`src/design/vec3n_pkg.sv`:
```
// ----------------------------------------------------------------------------
// vec3n_pkg
// Shared widths and defaults for the 3D vector normalizer.
// ----------------------------------------------------------------------------
package vec3n_pkg;
	localparam int FIELD_W        = 32;
	localparam int OUT_W          = 18;
	localparam int QMAG_W         = OUT_W - 1;
	localparam int SUM_W          = 64;
	localparam int ROOT_W         = SUM_W / 2;
	localparam int DEF_FRAC_BITS  = 16;
	localparam int DEF_COMP_WIDTH = 32;
endpackage

```
`src/design/vec3n_div.sv`:
```
// ----------------------------------------------------------------------------
// vec3n_div
// Pipelined restoring divider for one component, with overflow detection.
// ----------------------------------------------------------------------------
module vec3n_div #(
	parameter int COMP_WIDTH = 32,
	parameter int FRAC_BITS  = 16
) (
	input  logic                          clk,
	input  logic                          arst_n,
	input  logic                          en,
	input  logic                          vld_in,
	input  logic [COMP_WIDTH-1:0]         mag,
	input  logic [vec3n_pkg::ROOT_W-1:0]  len,
	input  logic [1:0]                    side_in,
	output logic                          vld_out,
	output logic [vec3n_pkg::QMAG_W-1:0]  quot,
	output logic [1:0]                    side_out
);
	import vec3n_pkg::*;

	localparam logic [QMAG_W-1:0] QMAX = '1;

	logic              vld_s  [0:QMAG_W];
	logic [SUM_W-1:0]  rem_s  [0:QMAG_W];
	logic [QMAG_W-1:0] q_s    [0:QMAG_W];
	logic              ovf_s  [0:QMAG_W];
	logic [ROOT_W-1:0] len_s  [0:QMAG_W];
	logic [1:0]        side_s [0:QMAG_W];
	logic [SUM_W-1:0]  dividend;

	assign dividend = SUM_W'(mag) << FRAC_BITS;

	always_ff @(posedge clk or negedge arst_n) begin
		if (!arst_n) begin
			vld_s[0] <= 1'b0;
		end else if (en) begin
			vld_s[0] <= vld_in;
		end
	end

	always_ff @(posedge clk) begin
		if (en) begin
			rem_s[0]  <= dividend;
			q_s[0]    <= '0;
			ovf_s[0]  <= dividend >= (SUM_W'(len) << QMAG_W);
			len_s[0]  <= len;
			side_s[0] <= side_in;
		end
	end

	for (genvar j = 0; j < QMAG_W; j++) begin : g_stage
		localparam int K = QMAG_W - 1 - j;
		logic [SUM_W-1:0] dsh;
		assign dsh = SUM_W'(len_s[j]) << K;

		always_ff @(posedge clk or negedge arst_n) begin
			if (!arst_n) begin
				vld_s[j+1] <= 1'b0;
			end else if (en) begin
				vld_s[j+1] <= vld_s[j];
			end
		end

		always_ff @(posedge clk) begin
			if (en) begin
				ovf_s[j+1]  <= ovf_s[j];
				len_s[j+1]  <= len_s[j];
				side_s[j+1] <= side_s[j];
				if (rem_s[j] >= dsh) begin
					rem_s[j+1] <= rem_s[j] - dsh;
					q_s[j+1]   <= q_s[j] | (QMAG_W'(1) << K);
				end else begin
					rem_s[j+1] <= rem_s[j];
					q_s[j+1]   <= q_s[j];
				end
			end
		end
	end

	assign vld_out  = vld_s[QMAG_W];
	assign quot     = ovf_s[QMAG_W] ? QMAX : q_s[QMAG_W];
	assign side_out = side_s[QMAG_W];
endmodule
```
`config.mk`:
```
export PLATFORM = sky130hd
export DESIGN_NAME = vec3n_div
export DESIGN_NICKNAME = d
export VERILOG_FILES = /design/src/design/vec3n_pkg.sv /design/src/design/vec3n_div.sv
export SDC_FILE = /design/constraint.sdc
export NUM_CORES = 2
export LEC_CHECK = 0
export ABC_CLOCK_PERIOD_IN_PS = 4250
export BUFFER_PORTS_ARGS = -buffer_cell sky130_fd_sc_hd__buf_4
export CORE_ASPECT_RATIO = 2
export CORE_MARGIN = 8
export CORE_UTILIZATION = 25
export CTS_CLUSTER_DIAMETER = 100
export DETAILED_ROUTE_END_ITERATION = 12
export GPL_ROUTABILITY_DRIVEN = 0
export PLACE_DENSITY_LB_ADDON = 0.1
export SETUP_SLACK_MARGIN = 0.4
export SLEW_MARGIN = 20
export SYNTH_ARGS = -nofsm -noshare
export SYNTH_HDL_FRONTEND = slang
export SYNTH_SLANG_ARGS = --single-unit
```
`constraint.sdc`:
```
create_clock -name clk -period 4.25 [get_ports clk]
set_input_delay 1.275 -clock clk [delete_from_list [all_inputs] [get_ports clk]]
set_output_delay 1.275 -clock clk [all_outputs]
set_load 0.01 [all_outputs]
```
=== After elaboration in Yosys (flattened, before gate mapping) ===
Memory sizes are Yosys's and may differ from the RTL's.
Cells that the tools add are included.

* Bits in registers: 18
* Bits of input ports: 70
* Memories kept: 5
* Bits in writable memories: 2088
* Output and inout bits: 20
* Word-level logic and storage cells: 231

* Order comparisons: 18
* Multiplexer cells: 139
* Bitwise logic cells: 34
* Add/sub/neg operators: 17

{| class="wikitable"
|+ Memories
! memory !! words !! width !! rd ports !! clocked after Yosys merged registers in !! write ports !! RTL line !! text
|-
| rem_s || 18 || 64 || 17 || 0 || 18 || vec3n_div.sv:25 || <nowiki>logic [SUM_W-1:0] rem_s [0:QMAG_W];</nowiki>
|-
| len_s || 18 || 32 || 17 || 0 || 18 || vec3n_div.sv:28 || <nowiki>logic [ROOT_W-1:0] len_s [0:QMAG_W];</nowiki>
|-
| q_s || 18 || 17 || 18 || 0 || 18 || vec3n_div.sv:26 || <nowiki>logic [QMAG_W-1:0] q_s [0:QMAG_W];</nowiki>
|-
| side_s || 18 || 2 || 18 || 0 || 18 || vec3n_div.sv:29 || <nowiki>logic [1:0] side_s [0:QMAG_W];</nowiki>
|-
| ovf_s || 18 || 1 || 18 || 0 || 18 || vec3n_div.sv:27 || <nowiki>logic ovf_s [0:QMAG_W];</nowiki>
|}

{| class="wikitable"
|+ Operators with widths
! kind !! number
|-
| 64-bit 2-to-1 mux || 17
|-
| 17-bit 2-to-1 mux || 18
|-
| 1-bit 2-to-1 mux || 104
|-
| 64-bit by 32-bit greater-or-equal comparator with 1-bit output || 1
|-
| 64-bit by 33-bit greater-or-equal comparator with 1-bit output || 1
|-
| 64-bit by 34-bit greater-or-equal comparator with 1-bit output || 1
|-
| 64-bit by 35-bit greater-or-equal comparator with 1-bit output || 1
|-
| 64-bit by 36-bit greater-or-equal comparator with 1-bit output || 1
|-
| 64-bit by 37-bit greater-or-equal comparator with 1-bit output || 1
|-
| 64-bit by 38-bit greater-or-equal comparator with 1-bit output || 1
|-
| 64-bit by 39-bit greater-or-equal comparator with 1-bit output || 1
|-
| 64-bit by 40-bit greater-or-equal comparator with 1-bit output || 1
|-
| 64-bit by 41-bit greater-or-equal comparator with 1-bit output || 1
|-
| 64-bit by 42-bit greater-or-equal comparator with 1-bit output || 1
|-
| 64-bit by 43-bit greater-or-equal comparator with 1-bit output || 1
|-
| 64-bit by 44-bit greater-or-equal comparator with 1-bit output || 1
|-
| 64-bit by 45-bit greater-or-equal comparator with 1-bit output || 1
|-
| 64-bit by 46-bit greater-or-equal comparator with 1-bit output || 1
|-
| 64-bit by 47-bit greater-or-equal comparator with 1-bit output || 1
|-
| 64-bit by 48-bit greater-or-equal comparator with 1-bit output || 1
|-
| 64-bit by 32-bit subtractor with 64-bit output || 1
|-
| 64-bit by 33-bit subtractor with 64-bit output || 1
|-
| 64-bit by 34-bit subtractor with 64-bit output || 1
|-
| 64-bit by 35-bit subtractor with 64-bit output || 1
|-
| 15 further kinds || 48
|}

=== Logic depth before layout (Yosys ltp) ===
An unclocked memory read counts as a cell.

* Word-level depth: 6
* Depth in mapped cells: 15
* Gate-level depth less buffers: 13

=== Worst setup path before layout ===
No wires, ideal clock.

* Path kind: input to register
* From: input port en
* To: memory q_s[16][10] (netlist name), enable pin
* Data required time: 3.785 ns
* Slack: -0.286 ns
* Setup time: 0.465 ns
* Stages: 3
* Path buffers: 3
* Data arrival time: 4.071 ns
* Cell sequence: clkbuf_1 -> buf_1 -> clkbuf_1

{| class="wikitable"
|+ RTL lines
! item !! RTL line !! text
|-
| start, declared || vec3n_div.sv:11 || <nowiki>input logic en,</nowiki>
|-
| end, declared || vec3n_div.sv:26 ||
|}

==> summary.md <==
| Metric | Value |
|---|---|
| Synthesis Warnings | `0` |
| Via density | `4.74` |
| Reg2Reg Capture Point | `rem_s[3][126]` |
| Top cell type's share of synthesized area | `51.2%` |
| GRT Total Usage | `16.4%` |
| Final setup TNS | `0 ps` |
| VDD IR-drop max | `0.317 mV` |
| R2R Setup Slk | `360 ps` |
| Setup violators final | `0` |
| Measured slew at the worst slew-check pin | `1010 ps` |
| Reg2Reg Depth | `16` |
| Clock latency on the worst-skew pair | `910 ps` |
| Clock skew | `79.9 ps` |
| Mapped Cells | `9314` |
| Total wire length | `350000 µm` |
| First-pass GRT wire length | `505000 µm` |
| Clock transition at the registers of the reported paths | `60 ps` |
| Setup CP Type | `reg2reg` |
| DIE HEIGHT | `901 µm` |
| Flops & latches, synth | `1689` |
| DIE WIDTH | `459 µm` |
| Final hold vios | `0` |
| Total core area | `391000 µm²` |
| Drt initial violations | `3006` |
| Outcome | `completed` |
| Worst Slack Setup Final | `362 ps` |
| CTS tree | `done` |
| Hold-fix buffers at CTS | `0` |
| CP arrival | `4500 ps` |
| Post-synthesis sequential area ratio | `51.7%` |
| Vias in the first global route | `81300` |
| Sink Count | `1689` |
| Post-synthesis cell area | `98000 µm²` |
| Unrepaired setup endpoints after global routing | `true` |
| Max-slew violations | `0` |
| Leak | `45.1 nW` |
| Critical Path RT | `4860 ps` |
| Cell taking the most area after synthesis | `edfxtp_1` |
| TritonCTS Buffers | `190` |
| # DRC | `0` |
| Initial antenna violation count | `8` |
| Synth async-reset ratio | `1.07%` |
| Final period util | `91.5%` |
| Syn avg cell area | `10.5 µm²` |
| # IOs | `90` |
| Minimum clock period | `3890 ps` |
| Initial core utilization | `25.1%` |
| MaxCap Viol Count | `0` |
| Layout Utilization | `30.3%` |
| Synth-to-Final Area Change | `20.7%` |
| Die area | `413000 µm²` |
| Hold Path Class | `in2async` |
| Synth Net Count | `9974` |
| Rel. slew slack | `32.2%` |
| Drt pass-1 iters | `7` |
| Vias post-DR | `73600` |
| IO Port Bufs | `89` |
| FP Rows | `325` |
| Max Root-Sink Buffers | `4` |
| Wirelength per Cell | `22.6 µm` |
| Share of cells above drive strength 1 | `15.9%` |
| H-tree depth | `4` |
| Worst setup EP type | `register` |
| Critical Path Fanout Max | `7` |
| Post-DRT Antenna Nets | `0` |
| GRT Residual Overflow | `0` |
| DPL Wire Length | `284000 µm` |
| Top post-synthesis cells by area | `edfxtp_1, ha_1, xnor2_1, xor2_1, a21oi_1` |
| Layout net count | `10800` |
| Pre-CTS setup slack | `-531 ps` |
| EDFF count, synth | `1671` |
| Number of distinct library cells after synthesis | `105` |
| Startpoint Class | `register` |
| # fillers | `40000` |
| RR Startpoint | `len_s[6][11]` |
| Root buffer cell | `clkbuf_16` |
| PwrDens | `633 nW/µm²` |
| Achievable Freq | `0.257 GHz` |
| Synth Flop Type | `edfxtp_1` |
| Largest net degree at the start of global routing | `156` |
==> worst max path at each step <==
stage,slack (ps),end,startpoint
2_1_floorplan,410,q_s[5][12],en
3_3_place_gp,-640,rem_s[2][80],rem_s[2][54]
3_5_place_dp,-530,rem_s[2][47],rem_s[1][102]
4_1_cts,350,rem_s[6][7],rem_s[5][70]
5_1_grt,210,rem_s[3][126],len_s[6][10]
6_report,360,rem_s[3][126],len_s[6][11]
==> placed cells by master, fill, tap and decap left out, types with 40 or more instances in the layout <==
master / instances
o211ai_1: 40
a21oi_1: 665
buf_4: 885
nor2b_1: 82
a31oi_1: 57
or4_1: 48
or2_2: 57
and3_1: 68
o21ai_0: 616
nand2_1: 813
inv_1: 720
a21o_1: 269
edfxtp_1: 1671
clkinv_1: 48
nor3_1: 231
a211oi_1: 48
o21bai_1: 78
or3_1: 72
xnor2_1: 401
mux2_2: 73
nor2_1: 657
nor4_1: 125
ha_1: 544
nand2b_1: 103
o21a_1: 80
nand3_1: 190
xor2_1: 396
clkbuf_16: 194
nand4_1: 169
==> per-stage QoR <==
stage | cell area [µm²] | cells | hold WS [ps] | power (mW)
floorplan | 98000 | 9314 | 400 | 45.0
detailed placement | 110000 | 15100 | 405 | 58.0
global placement | 110000 | 15100 | 400 | 57.7
finish | 118000 | 15500 | 282 | 74.9
global route | 118000 | 15500 | 226 | 79.2
CTS | 117000 | 15500 | 165 | 74.9
==> where the power goes <==
group / internal [mW] / switching (mW) / total [mW]
sequential: 23.3 / 2.34 / 25.6
combinational: 13.4 / 19.8 / 33.2
clock: 9.05 / 7.00 / 16.0
total: 45.7 / 29.1 / 74.9
==> synth_stat cells, types with 22 or more instances <==
master	instances
edfxtp_1	1671
nand2_1	823
inv_1	723
a21oi_1	680
nor2_1	668
o21ai_0	635
ha_1	574
xnor2_1	401
xor2_1	396
a21o_1	270
clkbuf_1	268
nor3_1	254
nand3_1	197
nand4_1	169
nor4_1	157
nand2b_1	104
nor2b_1	89
o21bai_1	81
o21a_1	80
or3_1	79
mux2_2	73
and3_1	69
a31oi_1	62
a211oi_1	58
or2_2	57
or4_1	57
o31ai_1	45
o211ai_1	40
and2_1	39
nand3b_1	25
a21boi_0	24
a31o_2	23
o211a_1	22
o31a_1	22
==> sequential cells by signal, indices dropped and copies added, names as in the netlist <==
name and cells:
len_s 544, vld_s 17, vld_out 1, ovf_s 18, q_s 153, side_s 36
rem_s 920
==> metal layers <==
layer / up-vias / track usage, % / part of all wire [%]
met4: 0 / 14.7 / 11
met3: 1099 / 1.60 / 2.1
met5: - / 0 / 0
li1: 35700 / - / -
met2: 1614 / 37.7 / 63
met1: 35200 / 9.81 / 24
==> final cells by class <==
cell class                 instances  area [µm²]  share of cell area [%]
sequential                      1689       50600                    42.8
multi-input combinational       6592       45100                    38.1
timing repair buffer             932        7520                    6.36
tap                             5232        6550                    5.53
clock buffer                     231        4970                    4.20
inverter                         727        2730                    2.31
clock inverter                   106         830                   0.701
antenna                            6        15.0                  0.0127
==> worst max-delay path, stage by stage (launching register included) <==
cell,delay (ps)
edfxtp_1,410
inv_2,90
ha_4,220
a22o_1,230
or4_4,520
o21bai_4,200
o31ai_4,60
buf_6,160
nor2_1,60
a31oi_1,190
buf_4,180
nor4_2,80
buf_4,160
nor4_4,370
buf_4,180
or3b_4,370
xnor2_1,130
==> logic make-up after synthesis <==
logic type	Yosys count	synth area share, %
flip-flops	1689	51.7
buffers and inverters	1033	4.00
multiplexers	80	0.926
AO/OA/AOI/OAI	2221	14.0
AND/OR/NAND/NOR	2904	14.6
adder cells (fa/ha/maj)	590	7.66
XOR/XNOR	797	7.12
==> repair_timing <==
item                       4_1_cts  5_1_grt
pin swaps                       28       59
cloned                           2        1
setup buffers                   25       47
resized for setup              133      195
setup endpoints to repair      424      320
(Power assumes the default switching activity.)
